`src/rtl/rau_pkg.sv`:
```
// ----------------------------------------------------------------------------
// rau_pkg: shared types and constants of the rational arithmetic unit
// Action, status and order codes, controller states, and the command and
// status records that pass between the controller and the datapath.
// ----------------------------------------------------------------------------
package rau_pkg;

	localparam int CW     = 32;                // component width
	localparam int DW     = 64;                // cross product width
	localparam int DIV_CW = $clog2(DW + 1);    // divider iteration counter
	localparam int KW     = $clog2(DW);        // gcd common power of two

	localparam logic [DW-1:0] HALF = DW'(1) << (CW - 1);

	typedef enum logic [2:0] {
		ACT_ADD  = 3'd0,
		ACT_SUB  = 3'd1,
		ACT_MUL  = 3'd2,
		ACT_DIV  = 3'd3,
		ACT_REM  = 3'd4,
		ACT_NEG  = 3'd5,
		ACT_CMP  = 3'd6,
		ACT_NONE = 3'd7
	} action_t;

	localparam logic [1:0] ST_OK    = 2'd0;
	localparam logic [1:0] ST_ZERO  = 2'd1;
	localparam logic [1:0] ST_RANGE = 2'd2;

	localparam logic [1:0] ORD_LT = 2'd0;
	localparam logic [1:0] ORD_EQ = 2'd1;
	localparam logic [1:0] ORD_GT = 2'd2;

	localparam logic [1:0] MSEL_P0 = 2'd0;
	localparam logic [1:0] MSEL_P1 = 2'd1;
	localparam logic [1:0] MSEL_P2 = 2'd2;

	typedef enum logic [3:0] {
		S_IDLE,
		S_MUL,
		S_FORM,
		S_REMST,
		S_REMW,
		S_CHECK,
		S_GCD,
		S_DIVNS,
		S_DIVNW,
		S_DIVDS,
		S_DIVDW,
		S_FIN,
		S_EMIT
	} state_t;

	typedef enum logic [3:0] {
		OP_NONE,
		OP_LOAD,
		OP_MUL,
		OP_FORM,
		OP_REMDIV,
		OP_REMFIX,
		OP_SETZERO,
		OP_SETONE,
		OP_GCDINIT,
		OP_GCDSTEP,
		OP_GCDEND,
		OP_DIVN,
		OP_TAKEN,
		OP_DIVD,
		OP_TAKED,
		OP_FINISH
	} dp_op_t;

	typedef struct packed {
		dp_op_t     op;
		logic [1:0] msel;
		logic       emit;
	} dp_cmd_t;

	typedef struct packed {
		action_t act;
		logic    mn_zero;
		logic    md_zero;
		logic    gcd_done;
		logic    div_done;
	} dp_stat_t;

	function automatic logic [DW-1:0] mag64(input logic [DW-1:0] v);
		return v[DW-1] ? (DW'(0) - v) : v;
	endfunction

endpackage

```
`src/rtl/rau_ctrl.sv`:
```
// ----------------------------------------------------------------------------
// rau_ctrl: sequencer of the rational arithmetic unit
// Steps the datapath through products, reduction and result hand-off.
// ----------------------------------------------------------------------------
module rau_ctrl (
	input  logic              clk,
	input  logic              arst_n,
	input  logic              in_valid,
	output logic              in_ready,
	output logic              out_valid,
	input  logic              out_ready,
	output rau_pkg::dp_cmd_t  cmd,
	input  rau_pkg::dp_stat_t stat
);

	rau_pkg::state_t state_q;
	rau_pkg::state_t state_d;
	logic [1:0]      cnt_q;
	logic            out_valid_q;

	always_ff @(posedge clk or negedge arst_n) begin
		if (!arst_n) begin
			state_q     <= rau_pkg::S_IDLE;
			cnt_q       <= '0;
			out_valid_q <= 1'b0;
		end else begin
			state_q <= state_d;
			cnt_q   <= (state_q == rau_pkg::S_MUL) ? cnt_q + 1'b1 : 2'd0;
			if (cmd.emit)
				out_valid_q <= 1'b1;
			else if (out_ready)
				out_valid_q <= 1'b0;
		end
	end

	always_comb begin
		state_d  = state_q;
		in_ready = 1'b0;
		cmd      = '{op: rau_pkg::OP_NONE, msel: cnt_q, emit: 1'b0};
		unique case (state_q)
			rau_pkg::S_IDLE: begin
				in_ready = 1'b1;
				if (in_valid) begin
					cmd.op  = rau_pkg::OP_LOAD;
					state_d = rau_pkg::S_MUL;
				end
			end
			rau_pkg::S_MUL: begin
				cmd.op = rau_pkg::OP_MUL;
				if (cnt_q == rau_pkg::MSEL_P2)
					state_d = rau_pkg::S_FORM;
			end
			rau_pkg::S_FORM: begin
				cmd.op = rau_pkg::OP_FORM;
				case (stat.act) inside
					rau_pkg::ACT_CMP, rau_pkg::ACT_NONE: state_d = rau_pkg::S_EMIT;
					rau_pkg::ACT_REM:                    state_d = rau_pkg::S_REMST;
					default:                             state_d = rau_pkg::S_CHECK;
				endcase
			end
			rau_pkg::S_REMST: begin
				if (stat.md_zero) begin
					cmd.op  = rau_pkg::OP_SETZERO;
					state_d = rau_pkg::S_EMIT;
				end else begin
					cmd.op  = rau_pkg::OP_REMDIV;
					state_d = rau_pkg::S_REMW;
				end
			end
			rau_pkg::S_REMW: begin
				if (stat.div_done) begin
					cmd.op  = rau_pkg::OP_REMFIX;
					state_d = rau_pkg::S_CHECK;
				end
			end
			rau_pkg::S_CHECK: begin
				if (stat.md_zero) begin
					cmd.op  = rau_pkg::OP_SETZERO;
					state_d = rau_pkg::S_EMIT;
				end else if (stat.mn_zero) begin
					cmd.op  = rau_pkg::OP_SETONE;
					state_d = rau_pkg::S_EMIT;
				end else begin
					cmd.op  = rau_pkg::OP_GCDINIT;
					state_d = rau_pkg::S_GCD;
				end
			end
			rau_pkg::S_GCD: begin
				if (stat.gcd_done) begin
					cmd.op  = rau_pkg::OP_GCDEND;
					state_d = rau_pkg::S_DIVNS;
				end else begin
					cmd.op = rau_pkg::OP_GCDSTEP;
				end
			end
			rau_pkg::S_DIVNS: begin
				cmd.op  = rau_pkg::OP_DIVN;
				state_d = rau_pkg::S_DIVNW;
			end
			rau_pkg::S_DIVNW: begin
				if (stat.div_done) begin
					cmd.op  = rau_pkg::OP_TAKEN;
					state_d = rau_pkg::S_DIVDS;
				end
			end
			rau_pkg::S_DIVDS: begin
				cmd.op  = rau_pkg::OP_DIVD;
				state_d = rau_pkg::S_DIVDW;
			end
			rau_pkg::S_DIVDW: begin
				if (stat.div_done) begin
					cmd.op  = rau_pkg::OP_TAKED;
					state_d = rau_pkg::S_FIN;
				end
			end
			rau_pkg::S_FIN: begin
				cmd.op  = rau_pkg::OP_FINISH;
				state_d = rau_pkg::S_EMIT;
			end
			rau_pkg::S_EMIT: begin
				if (!out_valid_q || out_ready) begin
					cmd.emit = 1'b1;
					state_d  = rau_pkg::S_IDLE;
				end
			end
			default: state_d = rau_pkg::S_IDLE;
		endcase
	end

	assign out_valid = out_valid_q;

endmodule

```
`config.mk`:
```
export PLATFORM = sky130hd
export DESIGN_NAME = rau_ctrl
export DESIGN_NICKNAME = d
export VERILOG_FILES = /design/src/rtl/rau_pkg.sv /design/src/rtl/rau_ctrl.sv
export SDC_FILE = /design/constraint.sdc
export NUM_CORES = 1
export LEC_CHECK = 0
export BUFFER_PORTS_ARGS = -buffer_cell sky130_fd_sc_hd__buf_4
export CORE_MARGIN = 3
export CORE_UTILIZATION = 49
export CTS_BUF_LIST = sky130_fd_sc_hd__clkbuf_16
export DETAILED_ROUTE_END_ITERATION = 8
export PLACE_DENSITY_LB_ADDON = 0.1
export SLEW_MARGIN = 10
export SYNTH_ARGS = -nofsm -noshare
export SYNTH_HDL_FRONTEND = slang
export SYNTH_SLANG_ARGS = --single-unit
```
`constraint.sdc`:
```
create_clock -name clk -period 2.3 [get_ports clk]
set_clock_uncertainty 0.1 [all_clocks]
set_input_delay 0.46 -clock clk [delete_from_list [all_inputs] [get_ports clk]]
set_output_delay 0.46 -clock clk [all_outputs]
set_load 0.01 [all_outputs]
```
Word level (Yosys, flattened, before mapping)

Cells that the tools add are included.

Eq/ne operators: 23
Add/subtract/negate cells: 1
Reductions and logical operators: 6
Multiplexer cells: 28

Operators by type and width:

| operator                                                                 | number |
|---|---|
| 4-bit two-way mux                                                        | 15 |
| 4-bit one-hot mux with 13 select lines                                   | 1 |
| 4-bit one-hot mux with 12 select lines                                   | 1 |
| 4-bit == test (second input constant)                                    | 5 |
| 4-bit by 3-bit == test with 1-bit output (second input constant)         | 4 |
| 2-bit inequality test (second input constant)                            | 6 |
| 3-bit == test (second input constant)                                    | 3 |
| 4-bit by 2-bit == test with 1-bit output (second input constant)         | 2 |
| 7-bit AND reduction                                                      | 1 |
| 1-bit two-way mux                                                        | 6 |
| 2-bit two-way mux                                                        | 3 |
| 3-bit two-way mux                                                        | 2 |
| 4-bit by 1-bit == test with 1-bit output (second input constant)         | 1 |
| 4-bit logical NOT                                                        | 1 |
| 2-bit by 1-bit adder with 2-bit output (second input constant)           | 1 |
| 2-bit == test (second input constant)                                    | 1 |
| 2-bit by 1-bit inequality test with 1-bit output (second input constant) | 1 |
| 2-bit nonzero test                                                       | 1 |
| 2-bit OR reduction                                                       | 1 |
| 1-bit logical NOT                                                        | 1 |
| 1-bit logical OR                                                         | 1 |

Register bits: 7
Input port bits: 11

Logic depth before layout (Yosys ltp)

Gate-level depths: netlist (run 1).

Word-level depth: 5
Gate-level depth with buffers: 6

Worst setup path before layout (run 1)

OpenSTA, ideal clock, no wires.

Path kind: register -> register
Start point: register cnt_q[0]
End point: register state_q[1]
Cell stages (with the launch flop): 7
Buffers on the path: 0
Data arrival time: 1.642 ns
Setup time: 0.125 ns
Path slack: 0.433 ns
Period minus slack after synthesis: 1.867 ns
Cell sequence: dfrtp_1 -> inv_1 -> ha_1 -> or4b_1 -> a21oi_1 -> or3_4 -> mux2_4

Cells in the longest elaborated chain, start to end: 3

Ends and longest elaborated chain:

| what                                                       | RTL line       | source |
|---|---|---|
| start: declaration                                         | rau_ctrl.sv:18 | `logic [1:0] cnt_q;` |
| start signal: assignment                                   | rau_ctrl.sv:28 | `cnt_q <= (state_q == rau_pkg::S_MUL) ? cnt_q + 1'b1 : 2'd0;` |
| 2-bit == test                                              | rau_ctrl.sv:50 | `if (cnt_q == rau_pkg::MSEL_P2)` |
| 2-bit by 1-bit inequality test with 1-bit output (no line) | --             |  |
| 7-bit AND reduction (no line)                              | --             |  |
| end signal: assignment                                     | rau_ctrl.sv:23 | `state_q <= rau_pkg::S_IDLE;` |
| end signal: assignment                                     | rau_ctrl.sv:27 | `state_q <= state_d;` |
| end: declaration                                           | rau_ctrl.sv:16 | `rau_pkg::state_t state_q;` |

No other way between the ends.
A chain may end at the register's enable or synchronous reset.

==> flow_metrics.tcl, run 1 <==
set metrics [dict create \
    min_path_type "flip-flop to flip-flop" \
    synth_top_area_share_pct 27.13 \
    final_cell_mix "buf_4, a21oi_1, nor2_1, o21ai_0, dfrtp_1" \
    power_w 0.001305 \
    yosysSeqAreaShare_pct 27.13 \
    leakage_nw 0.4055 \
    finalSetupViolations 0 \
    r2r_slack_ps 340 \
    cts_setup_buffers 0 \
    gp_congestion 0.8713 \
    cp_num_buf_inv 2 \
    synth_ff_type "dfrtp_1" \
    dieArea_mm2 0.001789 \
    grt_pass1_vias 630 \
    syn_avg_cell_area_um2 7.971 \
    slew_headroom_pct 69.06 \
    synthArstFlopShare_pct 100.0 \
    n_fill_cell 100 \
    start_util_pct 55.13 \
    grt_pass1_wl_um 2587 \
    htree_num_levels 1 \
    syn_inst 81 \
    synth_seq_cells 7 \
    cts_buffers 3 \
    min_period_ps 2149 \
    drt-wirelength-per-cell_um 14.07 \
    p_per_area_mw_per_mm2 1475 \
    clock_sinks 7 \
    die_w_um 42.30 \
    path_class "flip-flop to output port" \
    arrival_ps 1590 \
    post-dp-hpwl_um 1175 \
    track_usage_pct 19.07 \
    cts_tree "yes" \
    drtIter0Drc 15 \
    drt-pass1-iter-count 4 \
    fmax_mhz 465.3 \
    vias_per_cell 6.248 \
    final_common_cell "buf_4" \
    end_kind "output port" \
    rsz0062_at_grt "no" \
    overflow 0 \
    rows 12 \
    fin_nets 116 \
    clkTransAtPathRegs_ps 30 \
    synth_top_cell_by_area "dfrtp_1" \
    root_buffer "clkbuf_16" \
    hold_slack_ps 369.1 \
    syn_area_um2 645.6 \
    tightestPinTransition_ps 464.0 \
    place_area_um2 794.5 \
    finalMaxSlewViolations 0 \
    maxCapViolations 0 \
    max-vdd-ir-drop_mv 0.9518 \
    path_cells "inv_2 -> o2bb2ai_1 -> a32oi_1 -> o21ai_0 -> buf_4" \
    crit_family "flip-flops" \
    core_mm2 0.001171 \
    slowest_delay_ps 590 \
    post-route-drc-count 0 \
    antenna_found_initial 0 \
    synth-edff-count 0 \
    insertion_delay_ps 230 \
    io_buffers 19 \
    cp.required_ps 1740 \
    die_h_um 42.30 \
    tns_ps 0 \
    synthDistinctLibCells 37 \
    crit_fanout 14 \
    synth.area.top_cells "dfrtp_1, a21oi_1, o21ai_0, nor2_1, buf_6" \
    insertedDiodeCount 0 \
    period_share_pct 93.45 \
    stdcell_area_um2 884.6 \
    grt_max_degree 18 \
    cts_buffer_depth 2 \
    ant_nets 0 \
    drive_gt1_share_pct 30.10 \
    critPathLaunchType "flip-flop" \
    hold_viol 0 \
    cp_slowest_cell "dfrtp_1" \
    yosys_warnings 0 \
    wirelength_um 1646 \
    ios 20 \
    area_growth_pct 37.02 \
    status "finished, final reports clean" \
    syn-num-nets 93 \
    num_vias 731 \
]
==> logic make-up (layout without fill, tap and decap cells) <==
| kind of cell | after synthesis | in the layout | synth area share, % |
|---|---|---|---|
| simple gates | 34 | 34 | 31.98 |
| fa+ha+maj | 1 | 1 | 1.938 |
| compound gates | 28 | 28 | 28.49 |
| mux | 1 | 1 | 2.325 |
| flops | 7 | 7 | 27.13 |
| buf+inv | 10 | 32 | 8.138 |
==> Yosys cell counts, drive strengths merged, types with 2 or more instances <==
| cell type | n |
|---|---|
| o31ai | 2 |
| clkbuf | 3 |
| nor3 | 2 |
| inv | 5 |
| nor2 | 7 |
| nand3 | 3 |
| a21oi | 8 |
| buf | 2 |
| o21ai | 6 |
| nand2 | 5 |
| o2bb2ai | 2 |
| nand2b | 2 |
| o21a | 2 |
| o22ai | 2 |
| dfrtp | 7 |
| and3 | 2 |
| nor2b | 2 |
| or3 | 3 |
==> path summary, 6_finish.rpt <==
kind                                   end        from  cells past startpoint
worst max register to register  state_q[1]  state_q[1]                      4
worst max-delay path                cmd[3]  state_q[0]                      5
worst min register to register    cnt_q[0]    cnt_q[0]                      1
worst min-delay path              cnt_q[0]    cnt_q[0]                      1
min in group asynchronous        out_valid      arst_n                      2
max in group asynchronous       state_q[3]      arst_n                      2
==> per-stage QoR <==
step / cells / setup WS [ps] / util (%)
4_1_cts: 117 / 144.4 / 75.43
3_3_place_gp: 112 / 404.5 / 67.84
2_1_floorplan: 81 / 432.8 / -
3_5_place_dp: 112 / 387.6 / 67.84
6_report: 117 / 150.8 / 75.53
5_1_grt: 117 / 7.002 / 75.53
==> metal layers <==
metal  GRT usage, %  wire (um)  part of all wire, %
met4          11.18         17                  1.0
met1          23.12        694                   42
met2          28.88        789                   48
met5              0          0                    0
met3          6.438        145                  8.8
==> area by class of cell <==
| type | instances | area [um^2] | share of cell area [%] |
|---|---|---|---|
| repair buffers | 23 | 175.2 | 19.80 |
| multi-input cells | 64 | 417.9 | 47.24 |
| clock buffers | 3 | 75.07 | 8.487 |
| inverters | 5 | 18.77 | 2.122 |
| clock inverters | 1 | 3.754 | 0.4243 |
| well taps | 14 | 17.52 | 1.980 |
| flip-flops and latches | 7 | 176.4 | 19.94 |
==> worst reg2reg max path: cells and delay by family (launching register included) <==
family | cells | cell delay, ps
and+or+nand+nor | 2 | 740
DFF | 1 | 540
muxes | 1 | 290
AOI/OAI and AO/OA | 1 | 180
==> sequential cells by signal (all words and copies together), names as in the netlist <==
register	cells
state_q	4
out_valid	1
cnt_q	2
==> where the power goes <==
part | internal, W | switching [W]
logic | 0.000365 | 0.000348
clock network | 0.000226 | 0.0000615
registers | 0.000175 | 0.000130
==> repair_timing <==
action	CTS	global route
gates resized for setup	0	1
hold buffers	1	0
hold endpoints to repair	7	0
setup endpoints to repair	0	2
Note: power is estimated with default switching activity, not from simulation.
==> run 2, diff against run 1 <==
REMOVE_ABC_BUFFERS = 1   (was default)
==> run 2 against run 1 <==
Net effect:
- hold slack about the same
- flip-flop and latch count unchanged
- sequential power decreased by 2%
- wire length increased by 19%
- via count increased by 2.9%
- clock power increased by 4%
- critical path depth unchanged
- final cell count unchanged
- maximum frequency increased by 0.73%
- highest routed layer unchanged
==> flow_metrics.tcl, run 2 (synthesis gave the netlist of run 1 again) <==
set metrics [dict create \
    hold_viol 0 \
    tns_ps 0 \
    arrival_ps 1570 \
    pwr-share-comb_pct 55.6 \
    cts_buffers 3 \
    grt_max_degree 15 \
    ant_nets 0 \
    vias_per_cell 6.427 \
    rr_startpoint "cnt_q[0]" \
    cp_slowest_cell "dfrtp_1" \
    r2r.worst_path.cells 6 \
    root_buffer "clkbuf_16" \
    htree_num_levels 1 \
    holdPathStages 1 \
    regMostFlops "state_q" \
    slew_headroom_pct 76.19 \
    cp.required_ps 1740 \
    power_frac_clock_pct 22.2 \
    track_usage_pct 23.35 \
    hold_slack_ps 369.5 \
    core_mm2 0.001171 \
    tightestPinTransition_ps 357.2 \
    antenna_found_initial 0 \
    rsz0062_at_grt "no" \
    io_buffers 19 \
    status "finished, final reports clean" \
    min_path_type "flip-flop to flip-flop" \
    min_from "cnt_q[0]" \
    leakage_nw 0.4052 \
    num_vias 752 \
    drt-pass1-iter-count 4 \
    crit_fanout 13 \
    grt_pass1_wl_um 3125 \
    path_class "flip-flop to output port" \
    fin_util_pct 75.53 \
    timing.critical_path.mode_cell "buf_4" \
    post-dp-hpwl_um 1239 \
    sequentialPowerShare_pct 22.2 \
    wirelength_um 1964 \
    ios 20 \
    period_share_pct 92.77 \
    fin_nets 116 \
    reg2reg_to "state_q[1]" \
    gp_congestion 0.8609 \
    die_h_um 42.30 \
    drt-wirelength-per-cell_um 16.79 \
    clock_sinks 7 \
    die_w_um 42.30 \
    place_area_um2 794.5 \
    finalMaxSlewViolations 0 \
    n_fill_cell 97 \
    max-vdd-ir-drop_mv 0.7643 \
    end_kind "output port" \
    area_growth_pct 37.02 \
    p_sw_share_pct 42.82 \
    p_int_w 0.0007679 \
    dieArea_mm2 0.001789 \
    maxCapViolations 0 \
    r2r_slack_ps 350 \
    whs_endpoint "cnt_q[0]" \
    final_common_cell "buf_4" \
    final_cell_mix "buf_4, a21oi_1, nor2_1, o21ai_0, dfrtp_1" \
    insertion_delay_ps 230 \
    cts_setup_buffers 0 \
    worst_slack_ps 166.3 \
    stdcell_area_um2 884.6 \
    grt_pass1_vias 680 \
    insertedDiodeCount 0 \
    cts_tree "yes" \
    place_ws_ps 375.5 \
    p_per_area_mw_per_mm2 1518 \
    largest_register_ffs 4 \
    path_cells "buf_4 -> o21a_1 -> o221ai_1 -> nand3_1 -> buf_4" \
    fmax_mhz 468.7 \
    overflow 0 \
    critPathLaunchType "flip-flop" \
    start_util_pct 55.13 \
    rows 12 \
    min_period_ps 2134 \
    clkTransAtPathRegs_ps 40 \
    post-route-drc-count 0 \
    cts_buffer_depth 2 \
    finalSetupViolations 0 \
    drive_gt1_share_pct 30.10 \
    slowest_delay_ps 490 \
    drtIter0Drc 16 \
    p_switching_w 0.0005751 \
]
run 2: cell counts in the layout (fill, tap and decap cells not counted):
Identical to the previous run, type by type.
run 2: what timing repair did:
action | in CTS | in global routing
resized for setup | 0 | 1
setup endpoints to repair | 0 | 1
hold buffers | 1 | 0
hold endpoints to repair | 7 | 0
run 2: stage by stage:
step / power (W) / cells
3_5_place_dp: 0.001005 / 112
3_3_place_gp: 0.0009920 / 112
2_1_floorplan: 0.0007180 / 76
4_1_cts: 0.001323 / 117
5_1_grt: 0.001421 / 117
6_report: 0.001343 / 117
run 2: final cells by class:
cell class | instances | area (um^2) | share of cell area [%]
Timing Repair Buffer | 23 | 175.2 | 19.80
Sequential cell | 7 | 176.4 | 19.94
Tap cell | 14 | 17.52 | 1.980
Clock buffer | 3 | 75.07 | 8.487
Multi-Input combinational cell | 64 | 417.9 | 47.24
Inverter | 5 | 18.77 | 2.122
Clock inverter | 1 | 3.754 | 0.4243
run 2: metal layers:
| layer | GRT usage (%) | share of wire (%) | routed length [um] |
|---|---|---|---|
| met1 | 29.02 | 40 | 788 |
| met2 | 34.65 | 48 | 946 |
| met3 | 6.867 | 7.9 | 155 |
| met4 | 14.91 | 3.7 | 72 |
| met5 | 0 | 0 | 0 |
run 2: how the worst max path moves through the flow:
stage	to	cells after the start	from
detailed placement	cmd[3]	5	state_q[0]
global placement	cmd[3]	5	state_q[0]
finish	cmd[4]	5	state_q[2]
CTS	cmd[3]	5	state_q[0]
global route	cmd[4]	5	state_q[2]
floorplan	state_q[1]	4	state_q[2]
run 2: critical path: cells and delay by family, from the launching register on:
kind            cells  cell delay, ps
compound gates      2             350
buf+inv             2             390
flops               1             490
simple gates        1             110
run 2: power by group through the flow:
stage	Sequential, W	Clock, W	Combinational [W]
5_1_grt	0.000303	0.000310	0.000808
3_3_place_gp	0.000281	0	0.000711
6_report	0.000298	0.000298	0.000747
3_5_place_dp	0.000282	0	0.000722
2_1_floorplan	0.000293	0	0.000425
4_1_cts	0.000285	0.000299	0.000739
==> run 3, diff against run 2 <==
ABC_AREA = 1   (was default)
==> run 3 against run 2 <==
Net effect:
- hold slack lost 18 ps
- first-iteration DRC count grew 140%
- power shrank 4.9%
- clock-buffer cell count is the same
- utilization grew 1.7 points
==> flow_metrics.tcl, run 3 <==
set metrics [dict create \
    status "finished, final reports clean" \
    path_class "flip-flop to output port" \
    synth.area.top_cells "dfrtp_1, nand2_1, nand3_1, inv_1, nor2_1" \
    cts_setup_buffers 0 \
    end_kind "output port" \
    largest_register_ffs 4 \
    cts_tree "yes" \
    die_h_um 43.20 \
    cp.required_ps 1740 \
    track_usage_pct 21.85 \
    leakage_nw 0.5168 \
    start_util_pct 56.46 \
    insertion_delay_ps 230 \
    max-vdd-ir-drop_mv 1.365 \
    die_w_um 43.20 \
    gp_congestion 0.9279 \
    synth-edff-count 0 \
    drive_gt1_share_pct 28.47 \
    htree_num_levels 1 \
    power_w 0.001278 \
    rsz0062_at_grt "no" \
    overflow 0 \
    p_per_area_mw_per_mm2 1378 \
    root_buffer "clkbuf_16" \
    min_path_type "input port to flip-flop" \
    grt_pass1_wl_um 3084 \
    yosysSeqAreaShare_pct 25.83 \
    syn_avg_cell_area_um2 6.001 \
    synth_seq_cells 7 \
    drt-wirelength-per-cell_um 12.01 \
    dieArea_mm2 0.001866 \
    regMostFlops "state_q" \
    drtIter0Drc 39 \
    ant_nets 0 \
    synthAdderAreaFrac_pct 1.845 \
    synth_ff_type "dfrtp_1" \
    finalMaxSlewViolations 0 \
    fin_nets 150 \
    slew_headroom_pct 76.63 \
    clock_sinks 7 \
    drt-pass1-iter-count 4 \
    clkTransAtPathRegs_ps 40 \
    post-dp-hpwl_um 1345 \
    tightestPinTransition_ps 349.3 \
    synth_mux_area_share_pct 0 \
    synth-simple-area-share_pct 55.90 \
    synth_most_common_cell "nand2_1" \
    core_mm2 0.001201 \
    hold_viol 0 \
    post-route-drc-count 0 \
    wirelength_um 1813 \
    min_period_ps 2087 \
    fmax_mhz 479.2 \
    syn_inst 113 \
    area_growth_pct 36.72 \
    rows 12 \
    synth_compound_area_share_pct 5.351 \
    synthDistinctLibCells 16 \
    io_buffers 19 \
    finalSetupViolations 0 \
    synthTopCellsByCount "nand2_1, nand3_1, inv_1" \
    final_common_cell "nand2_1" \
    syn_area_um2 678.2 \
    grt_pass1_vias 704 \
    critPathLaunchType "flip-flop" \
    crit_fanout 6 \
    final_cell_mix "nand2_1, buf_4, nand3_1, inv_1, nor2_1" \
    grt_max_degree 9 \
    synth_xor_xnor_area_share_pct 0 \
    maxCapViolations 0 \
    arrival_ps 1530 \
    period_share_pct 90.72 \
    synth_top_family_by_area "simple AND/OR/NAND/NOR gates" \
    antenna_found_initial 0 \
    synth_top_area_share_pct 25.83 \
    synth_top_cell_by_area "dfrtp_1" \
    tns_ps 0 \
    ios 20 \
    yosys_warnings 0 \
    cts_buffer_depth 2 \
    cts_buffers 3 \
    insertedDiodeCount 0 \
    vias_per_cell 5.391 \
    num_vias 814 \
    synthArstFlopShare_pct 100.0 \
]
run 3: changes by cell type in the layout (fill, tap and decap cells not counted), moves of 4 or more:
cell and change:
nand2_2 +4, nor2_2 +5, inv_1 +12, a21oi_1 -6, nand2_1 +26, nor2_1 +4, nand3_1 +15
run 3: layout make-up:
cell class                 count  area (um^2)
inverter                      20        75.07
fill                          98        274.0
sequential                     7        175.2
multi-input combinational     86        427.9
clock buffer                   3        75.07
tap                           14        17.52
timing repair buffer          20        152.6
clock inverter                 1        3.754
run 3: worst max-delay path, stage by stage (launching register included):
cell and delay (ps):
dfrtp_1 430, nor2_1 330, nand2_1 150, and3_1 200, nand4_1 60, buf_4 120
run 3: cell families after synthesis:
family          Yosys count
compound gates            7
fa+ha+maj                 1
buf+inv                  20
flops                     7
simple gates             78
run 3: final timing paths:
kind | endpoint | cells past startpoint | startpoint | slack (ps)
min | out_valid | 2 | out_ready | 350
max in group asynchronous | cnt_q[1] | 2 | arst_n | 1490
min reg2reg | cnt_q[0] | 1 | cnt_q[0] | 390
max | cmd[4] | 5 | state_q[3] | 210
min in group asynchronous | out_valid | 2 | arst_n | 490
max reg2reg | state_q[2] | 6 | state_q[3] | 840
run 3: layer usage:
layer / vias up / GRT usage (%) / share of wire [%]
li1: 409 / - / -
met1: 363 / 29.55 / 42
met2: 38 / 34.51 / 49
met3: 4 / 5.085 / 7.4
met4: 0 / 5.422 / 0.77
met5: - / 0 / 0
run 3: power breakdown:
group	leakage, nW	switching [W]	total [W]	internal, W
Sequential	0.0909	0.0000690	0.000241	0.000172
Clock	0.0423	0.0000605	0.000286	0.000226
Combinational	0.384	0.000458	0.000750	0.000292
run 3: stage by stage:
stage / cells / hold WS (ps) / setup WS [ps] / instance area [um^2] / utilization, %
2_1_floorplan: 113 / 64.41 / 626.9 / 678.2 / -
3_3_place_gp: 146 / 172.6 / 517.5 / 838.3 / 69.79
3_5_place_dp: 146 / 173.1 / 465.7 / 838.3 / 69.79
4_1_cts: 151 / 355.4 / 222.6 / 927.1 / 77.19
5_1_grt: 151 / 370.1 / 86.66 / 927.1 / 77.19
6_report: 151 / 351.9 / 213.4 / 927.1 / 77.19
run 3: timing repair:
| item | in CTS | in global routing |
|---|---|---|
| resized for setup | 0 | 0 |
| hold endpoints to repair | 7 | 0 |
| hold buffers | 1 | 0 |
